File: src/rtl/yhsv_pkg.sv
// ---------------------------------------------------------------------------
// YIQ hue/saturation/value transform package
// Shared constants, matrix coefficients and the sine table builder.
// ---------------------------------------------------------------------------
`default_nettype none

package yhsv_pkg;

  // Default parameter values.
  localparam int HUE_BITS_DEF       = 10;
  localparam int TRIG_FRAC_BITS_DEF = 14;

  // Width of the hue field on the input channel.
  localparam int HUE_IN_BITS = 10;

  // Pipeline depth: stages in each part and in total.
  localparam int MIX_STAGES  = 5;
  localparam int NORM_STAGES = 3;
  localparam int PIPE_STAGES = MIX_STAGES + NORM_STAGES;

  // pi/2 in Q30.
  localparam longint PI_HALF_Q30 = 64'sd1686629713;

  // Per-color weighted sums of the pixel, signed width.
  localparam int SUM_BITS  = 21;
  // Luma-weighted sum of the pixel, unsigned width.
  localparam int LUMA_BITS = 18;
  // Low part of the rotated sum that is multiplied separately.
  localparam int E_LO_BITS = 20;
  // Accumulator width above the trig fraction bits.
  localparam int ACC_HEAD  = 43;

  // Channel normalization: divide by 1000 through a reciprocal.
  localparam int CHAN_MAX    = 255;
  localparam int CHAN_DIV    = 1000;
  localparam int CHAN_LIMIT  = 256000;
  localparam int X_BITS      = 18;
  localparam int DIV_SHIFT   = 28;
  localparam int DIV_MULT    = 268435;
  localparam int DIV_M_BITS  = 19;

  // Matrix coefficients in thousandths: [channel][input color].
  localparam int COEF_V [3]    = '{299, 587, 114};
  localparam int COEF_U [3][3] = '{'{ 701, -587, -114},
                                   '{-299,  413, -114},
                                   '{-300, -588,  886}};
  localparam int COEF_W [3][3] = '{'{ 168,  330, -497},
                                   '{-328,   35,  292},
                                   '{1250, -1050, -203}};

  // First-quadrant sine magnitude for offset r of a quarter turn of
  // 2^(hb-2) steps, Taylor series to x^17 in Q30, rounded to fb bits.
  function automatic longint quarter_sin(input longint r, input int hb, input int fb);
    longint x;
    longint x2;
    longint term;
    longint sum;
    x    = (PI_HALF_Q30 * r) >>> (hb - 2);
    x2   = (x * x) >>> 30;
    term = x;
    sum  = x;
    term = ((term * x2) >>> 30) / 64'sd6;
    sum  = sum - term;
    term = ((term * x2) >>> 30) / 64'sd20;
    sum  = sum + term;
    term = ((term * x2) >>> 30) / 64'sd42;
    sum  = sum - term;
    term = ((term * x2) >>> 30) / 64'sd72;
    sum  = sum + term;
    term = ((term * x2) >>> 30) / 64'sd110;
    sum  = sum - term;
    term = ((term * x2) >>> 30) / 64'sd156;
    sum  = sum + term;
    term = ((term * x2) >>> 30) / 64'sd210;
    sum  = sum - term;
    term = ((term * x2) >>> 30) / 64'sd272;
    sum  = sum + term;
    if (sum < 0) begin
      sum = 0;
    end
    return (sum + (64'sd1 <<< (29 - fb))) >>> (30 - fb);
  endfunction

endpackage

`default_nettype wire

File: src/rtl/yhsv_norm.sv
// ---------------------------------------------------------------------------
// YIQ hue transform: channel normalization
// Scales one channel sum down, divides by 1000 and clamps to 0..255.
// ---------------------------------------------------------------------------
`default_nettype none

module yhsv_norm
  import yhsv_pkg::*;
#(
  parameter int TRIG_FRAC_BITS = TRIG_FRAC_BITS_DEF
) (
  input  wire logic                                      clk,
  input  wire logic        [NORM_STAGES-1:0]             en,
  input  wire logic signed [TRIG_FRAC_BITS+ACC_HEAD-1:0] acc,
  output logic             [7:0]                         chan_r
);

  localparam int ACW = TRIG_FRAC_BITS + ACC_HEAD;
  localparam int SH  = 16 + TRIG_FRAC_BITS;
  localparam int XW  = ACW - SH;
  localparam int DPW = X_BITS + DIV_M_BITS;

  logic [XW-1:0]     x_full;
  logic              neg1_r;
  logic              sat1_r;
  logic [X_BITS-1:0] x1_r;
  logic              neg2_r;
  logic              sat2_r;
  logic [X_BITS-1:0] x2_r;
  logic [7:0]        q0_r;
  logic [DPW-1:0]    prod;
  logic [X_BITS-1:0] rem;
  logic [7:0]        chan_nxt;

  // Drop the fraction bits and flag the out-of-range cases.
  assign x_full = acc[ACW-1:SH];

  always_ff @(posedge clk) begin
    if (en[0]) begin
      neg1_r <= acc[ACW-1];
      sat1_r <= !acc[ACW-1] && (x_full >= XW'(CHAN_LIMIT));
      x1_r   <= x_full[X_BITS-1:0];
    end
  end

  // Reciprocal multiply gives the quotient or one less.
  assign prod = DPW'(x1_r) * DPW'(DIV_MULT);

  always_ff @(posedge clk) begin
    if (en[1]) begin
      neg2_r <= neg1_r;
      sat2_r <= sat1_r;
      x2_r   <= x1_r;
      q0_r   <= prod[DIV_SHIFT +: 8];
    end
  end

  // Correct the quotient by one if the remainder is still a full divisor.
  always_comb begin
    rem = x2_r - (X_BITS'(q0_r) * X_BITS'(CHAN_DIV));
    if (neg2_r) begin
      chan_nxt = 8'd0;
    end else if (sat2_r) begin
      chan_nxt = 8'(CHAN_MAX);
    end else if (rem >= X_BITS'(CHAN_DIV)) begin
      chan_nxt = q0_r + 8'd1;
    end else begin
      chan_nxt = q0_r;
    end
  end

  always_ff @(posedge clk) begin
    if (en[2]) begin
      chan_r <= chan_nxt;
    end
  end

endmodule

`default_nettype wire

File: config.mk
export PLATFORM = sky130hd
export DESIGN_NAME = yhsv_norm
export DESIGN_NICKNAME = d
export VERILOG_FILES = /design/src/rtl/yhsv_pkg.sv /design/src/rtl/yhsv_norm.sv
export SDC_FILE = /design/constraint.sdc
export NUM_CORES = 1
export LEC_CHECK = 0
export ABC_AREA = 1
export BUFFER_PORTS_ARGS = -buffer_cell sky130_fd_sc_hd__buf_2
export CAP_MARGIN = 20
export CORE_ASPECT_RATIO = 2
export CORE_MARGIN = 1.5
export CORE_UTILIZATION = 60
export CTS_BUF_LIST = sky130_fd_sc_hd__clkbuf_8
export DETAILED_ROUTE_END_ITERATION = 8
export PLACE_DENSITY = 0.8
export SKIP_LAST_GASP = 1
export SLEW_MARGIN = 10
export SYNTH_ARGS = -nofsm -noshare
export SYNTH_HDL_FRONTEND = slang
export SYNTH_SLANG_ARGS = --single-unit
File: constraint.sdc
create_clock -name clk -period 6.3 [get_ports clk]
set_input_delay 0.945 -clock clk [delete_from_list [all_inputs] [get_ports clk]]
set_output_delay 0.945 -clock clk [all_outputs]
set_load 0.1 [all_outputs]
==> results of run 1 <==
-- worst max-delay path by stage --
stage                            from                 endpoint  slack (ns)  cells after the start
global placement    q0_r[2]$_DFFE_PP_  chan_r[4]$_SDFFCE_PP0P_        0.50                     29
floorplan           q0_r[0]$_DFFE_PP_  chan_r[1]$_SDFFCE_PP0P_        0.95                     31
CTS                 q0_r[2]$_DFFE_PP_  chan_r[4]$_SDFFCE_PP0P_        0.40                     29
finish              q0_r[1]$_DFFE_PP_  chan_r[4]$_SDFFCE_PP0P_        0.48                     26
detailed placement  q0_r[2]$_DFFE_PP_  chan_r[4]$_SDFFCE_PP0P_        0.42                     29
global route        q0_r[1]$_DFFE_PP_  chan_r[4]$_SDFFCE_PP0P_        0.02                     27
-- routing by layer --
metal  wire [um]  track usage (%)  part of all wire (%)
met1        5980             23.8                    30
met2       11300             55.5                    56
met3         519             3.39                   2.6
met4        2450             28.4                    12
met5           0                0                     0
-- registers in the layout (all words and copies together), names as in the netlist --
register  cells
x1_r         18
chan_r        8
neg2_r        1
sat2_r        1
x2_r         15
neg1_r        1
sat1_r        1
q0_r          8
-- logic make-up after synthesis --
group                      share of synthesized area [%]
and+or+nand+nor                                     16.4
adders and majority gates                           46.4
DFF                                                 18.4
buffers and inverters                               10.7
AOI/OAI and AO/OA                                   5.76
xor gates and xnor gates                            2.33
-- cell type report --
class                      count  share of cell area, %
clock buffer                   5                  0.750
timing repair buffer          40                   2.23
sequential                    53                   17.3
clock inverter                 3                  0.313
inverter                     247                   10.1
multi-input combinational    696                   66.7
tap                          189                   2.58
-- repair_timing --
item	CTS	global route
setup endpoints to repair	0	1
setup buffers	0	0
gates resized for setup	0	1
-- placed cells by master, fill, tap and decap left out, types with 3 or more instances in the layout --
master    netlist  routed
nand3_1        41      41
o21bai_1        4       4
fa_1           79      79
nor2_2          3       3
nand2_2        11      11
nor4_1          3       3
edfxtp_1       53      53
buf_2           0      38
clkbuf_8        0       5
a21o_1          6       6
o211ai_1        4       4
o21a_1          3       3
nand2_1       167     167
inv_1         243     243
nor2_1         47      47
ha_1          194     194
a21oi_1        43      43
xor2_1         18      18
xnor2_1         5       5
nand4_1        25      25
a31oi_1         6       6
o21ai_0        15      14
inv_2           4       4
nor3_1          6       6
-- metrics by stage --
stage	hold WS [ns]	worst slack [ns]	instances
final	0.431	0.478	1233
after global routing	0.436	0.0223	1233
after detailed placement	0.406	0.425	1225
after floorplan	0.400	0.948	996
after CTS	0.431	0.399	1233
after global placement	0.402	0.495	1225
==> results.md, run 1 <==
- Total I/O pin count: 69
- Synth Net Count: around 1.3k
- First-pass DRT Iterations: 4
- R2R depth: 26
- Tightest Pin Transition: 0.553 ns
- Width of the die: between 80 and 90 um
- Placed instance area: 0.00908 mm2
- Root buffer cell: clkbuf_8
- Sink Count: 53
- Clk buf depth: 2
- Hold path cells: 0
- Cell mode on critical path: nand2_1
- Endpoints failing setup: 0
- Hold Path End: sat2_r$_DFFE_PP_
- Avg Cell Area, Syn: approximately 8.7 um2
- Vias per cell: 5.51
- Worst setup SP type: flip-flop
- Crit path largest cell delay: between 0.5 and 0.6 ns
- Area taken by multi-input logic gates: 0.00612 mm2
- RSZ-0062 raised after global routing: no
- # diodes: 0
- Main area contributors after synthesis: ha_1 (28%), edfxtp_1 (18%), fa_1 (18%)
- Die area: about 0.015 mm2
- Mapped Area: just under 0.009 mm2
- Seq/Total Area, Yosys: a little under a fifth
- Required time at the worst-slack endpoint: approximately 6.4 ns
- Min-Delay Path Class: reg -> reg
- Distinct cell type count after synthesis: 35
- CP Class: reg -> reg
- Top-area cell type share of the netlist area: between 20 and 30%
- Vert. Die Dim: around 170 um
- Post-DRT Antenna Nets: 0
- Htree depth: 2
- # nets final: 1377
- CP arrival: about 6 ns
- Hold_sp: sat1_r$_DFFE_PP_
- Fillers: between 1k and 1.5k
- CTS Buf Count: 5
- Initial antenna violation count: 0
- Worst-skew pair later-pin latency: roughly 0.34 ns
- GP Congestion: ~0.95
- CP Max Fanout: 8
- Family with the most delay on the worst path: adder cells
- GRT Overall Usage: just under 30%
- Most numerous cell in the Yosys netlist: inv_1
- Post-DP HPWL: about 18000 um
- Commonest cells in the netlist: inv_1 (243), ha_1 (194), nand2_1 (167), fa_1 (79), edfxtp_1 (53)
- Leading area contributor after synthesis: ha_1
- Final Hold Viols: 0
- Async SR Flop Fraction: 0%
- Core area: roughly 0.014 mm2
- TritonCTS clock tree: done
- Post-synth EDFFs: 53
- CP max-delay cell: fa_1
- Period utilization: approximately 90%
- Max Cap Violations: 0
- Initial core utilization: between 60% and 70%
- Average routed wire per standard cell: around 16 um
- Setup TNS: 0 ns
- # hold bufs at CTS: 0
- Global-route wire length before repair: between 30000 and 40000 um
- Share of layout cells above drive strength 1: under 10%
- Initial DRC count: 245
- Std cell rows: slightly above 60
- Critical Path End Type: flip-flop
- Slew Limit Headroom: between 60% and 70%
- Clock skew: ~0.0069 ns
- DR DRC count: 0
- Buffers and inverters on the worst path: 4
- R2r setup slk: around 0.48 ns
- Gr ovfl total: 0
- DRT Wirelength: between 20000 and 25000 um
- Final min period: roughly 5.8 ns
- FF+latch count, synth: 53
- Synthesis-to-finish area growth: 6.24%
- Ys flop type: edfxtp_1
- Status: complete, no violations
- Reg2reg start: q0_r[1]$_DFFE_PP_
- Synth warn: 0
- Final Core Density: between 60% and 70%
- Final instance area: roughly 0.009 mm2
- Vias post-DR: 6788
- Number of global-route vias before repair: 7333
- Slew Viols, Final: 0
- Mapped Cells: between 900 and 1k
- Reg2reg end: chan_r[4]$_SDFFCE_PP0P_
- Largest net degree at the start of global routing: 26
- Fmax: roughly 170 MHz
- Area taken by flip-flops and latches: between 0.0015 and 0.002 mm2
- Port Buffer Count: 38
- Worst-path clk slew: roughly 0.1 ns
Power of run 1 is not shown: default switching activity piles up to over one toggle a cycle in this logic, so the estimate is an artifact.
==> run 2, diff against run 1 <==
--- a/config.mk
+++ b/config.mk
@@ -6,14 +6,14 @@
 export NUM_CORES = 1
 export LEC_CHECK = 0
 export ABC_AREA = 1
-export BUFFER_PORTS_ARGS = -buffer_cell sky130_fd_sc_hd__buf_2
 export CAP_MARGIN = 20
-export CORE_ASPECT_RATIO = 2
+export CORE_ASPECT_RATIO = 0.9
 export CORE_MARGIN = 1.5
 export CORE_UTILIZATION = 60
 export CTS_BUF_LIST = sky130_fd_sc_hd__clkbuf_8
 export DETAILED_ROUTE_END_ITERATION = 8
-export PLACE_DENSITY = 0.8
+export DONT_BUFFER_PORTS = 1
+export PLACE_DENSITY = 0.76
 export SKIP_LAST_GASP = 1
 export SLEW_MARGIN = 10
 export SYNTH_ARGS = -nofsm -noshare
==> run 2 against run 1 <==
Against the previous run: flip-flop and latch count stayed put; non-clock buffer count shrank 35; count of clock-buffer cells in the layout stayed put; final cell count down 2.5%; sequential share of layout area increased by 0.31 points; critical path type unchanged; critical endpoint is now chan_r[7]$_SDFFCE_PP0P_; highest routed layer unchanged.
==> results.md, run 2 (synthesized netlist as in run 1, its figures left out) <==
- Htree depth: 2 (unchanged)
- Initial core utilization: 61.5% (was 61.9%)
- Fillers: 1211 (was 1189)
- Worst setup SP type: flip-flop (unchanged)
- # diodes: 0 (unchanged)
- Root buffer cell: clkbuf_8 (unchanged)
- Commonest non-fill, non-tap cell in the layout: inv_1 (unchanged)
- Min-Delay Path Class: reg -> reg (unchanged)
- Total I/O pin count: 69 (unchanged)
- Placed instance area: 0.00890 mm2 (was 0.00908 mm2)
- Sink Count: 53 (unchanged)
- Critical Path End Type: flip-flop (unchanged)
- Vert. Die Dim: 117 um (was 173 um)
- Area taken by multi-input logic gates: 0.00613 mm2 (was 0.00612 mm2)
- First-pass DRT Iterations: 5 (was 4)
- Slew Limit Headroom: 40.5% (was 63.1%)
- Final min period: 5.92 ns (was 5.82 ns)
- Gr ovfl total: 0 (unchanged)
- Worst-skew pair later-pin latency: 0.33 ns (was 0.34 ns)
- Average routed wire per standard cell: 15.2 um (was 16.4 um)
- Clk buf depth: 2 (unchanged)
- TritonCTS clock tree: done (unchanged)
- Required time at the worst-slack endpoint: 6.40 ns (was 6.41 ns)
- # hold bufs at CTS: 0 (unchanged)
- DRT Wirelength: 18200 um (was 20200 um)
- Final instance area: 0.00902 mm2 (was 0.00918 mm2)
- DR DRC count: 0 (unchanged)
- Area taken by flip-flops and latches: 0.00159 mm2 (unchanged)
- GP Congestion: 0.911 (was 0.950)
- Initial DRC count: 349 (was 245)
- Clock skew: 0.0183 ns (was 0.00686 ns)
- Largest net degree at the start of global routing: 26 (unchanged)
- Global-route wire length before repair: 31000 um (was 33600 um)
- Synthesis-to-finish area growth: 4.37% (was 6.24%)
- CP arrival: 6.02 ns (was 5.93 ns)
- Number of global-route vias before repair: 6590 (was 7333)
- Vias post-DR: 6457 (was 6788)
- Endpoints failing setup: 0 (unchanged)
- Vias per cell: 5.37 (was 5.51)
- Post-DP HPWL: 16000 um (was 18100 um)
- Max reg flops: 18 (unchanged)
- GRT Overall Usage: 26.5% (was 29.4%)
- Post-DRT Antenna Nets: 0 (unchanged)
- Final Hold Viols: 0 (unchanged)
- Biggest regs: x1_r: 18 flops, x2_r: 15 flops (unchanged)
- Port Buffer Count: 0 (was 38)
- Period utilization: 94.0% (was 92.4%)
- Std cell rows: 41 (was 61)
- Core area: 0.0141 mm2 (was 0.0140 mm2)
- # nets final: 1342 (was 1377)
- Slew Viols, Final: 0 (unchanged)
- Most frequent cells in the layout: inv_1 (242), ha_1 (194), nand2_1 (167), fa_1 (79), edfxtp_1 (53) (was inv_1 (243), ha_1 (194), nand2_1 (167), fa_1 (79), edfxtp_1 (53))
- Largest register by flop count: x1_r (unchanged)
- Width of the die: 130 um (was 87.9 um)
- Setup TNS: 0 ns (unchanged)
- Die area: 0.0151 mm2 (was 0.0152 mm2)
- CP Max Fanout: 9 (was 8)
- Initial antenna violation count: 0 (unchanged)
- Status: complete, no violations (unchanged)
- Fmax: 169 MHz (was 172 MHz)
- Share of layout cells above drive strength 1: 4.06% (was 7.18%)
- CTS Buf Count: 5 (unchanged)
- Tightest Pin Transition: 0.894 ns (was 0.553 ns)
- Final Core Density: 64.2% (was 65.7%)
- CP Class: reg -> reg (unchanged)
- Worst-path clk slew: 0.11 ns (was 0.10 ns)
- Max Cap Violations: 0 (unchanged)
run 2: changes by cell type in the layout (fill, tap and decap cells not counted), sizes merged:
cell,before,now
inv,249,248
buf,40,5
clkinvlp,0,1
run 2: what timing repair did:
action                                  in CTS  in global routing
endpoints found under the setup margin       0                  8
gates resized for setup                      0                  3
buffers inserted                             0                  3
run 2: cell type report:
cell class | instances | area share, %
flip-flops and latches | 53 | 17.6
multi-input cells | 696 | 67.9
clock inverters | 3 | 0.277
clock buffers | 5 | 0.763
inverters | 247 | 10.3
well taps | 193 | 2.68
repair buffers | 5 | 0.416
run 2: worst paths after layout:
check,startpoint,slack [ns],cells past startpoint,end
hold reg to reg,neg1_r$_DFFE_PP_,0.43,0,neg2_r$_DFFE_PP_
setup reg to reg,q0_r[1]$_DFFE_PP_,0.38,27,chan_r[7]$_SDFFCE_PP0P_
setup / recovery,q0_r[1]$_DFFE_PP_,0.38,27,chan_r[7]$_SDFFCE_PP0P_
hold / removal,neg1_r$_DFFE_PP_,0.43,0,neg2_r$_DFFE_PP_
run 2: per-stage QoR:
stage,worst slack (ns),instances,hold slack [ns]
2_1_floorplan,0.948,996,0.400
3_3_place_gp,0.492,1191,0.401
3_5_place_dp,0.393,1191,0.405
4_1_cts,0.383,1199,0.430
5_1_grt,-0.0264,1202,0.437
6_report,0.376,1202,0.428
run 2: worst max-delay path: stages (launching register included):
cell and delay [ns]:
edfxtp_1 0.48, buf_4 0.19, fa_1 0.52, xor2_1 0.19
ha_1 0.31, fa_1 0.51, inv_1 0.05, fa_1 0.50
inv_1 0.05, ha_1 0.36, nand2_1 0.07, o21ai_1 0.25
a21oi_1 0.11, nor2_1 0.11, nor2_1 0.06, xor2_1 0.15
ha_1 0.39, nand2_1 0.13, nor2_1 0.15, nand3_1 0.11
nand4_1 0.08, nand3_1 0.13, nor2_4 0.31, nand3_4 0.16
nand2_1 0.10, nand3_1 0.09, nand2_1 0.07, inv_1 0.04
run 2: per-layer routing:
layer	GRT usage, %	wire length [um]	up-vias
met1	37.5	8640	3000
met2	43.1	8210	188
met4	7.48	394	0
met3	3.50	1010	34
met5	0	0	-
li1	-	-	3235
Power of run 2 is left out for the same reason.
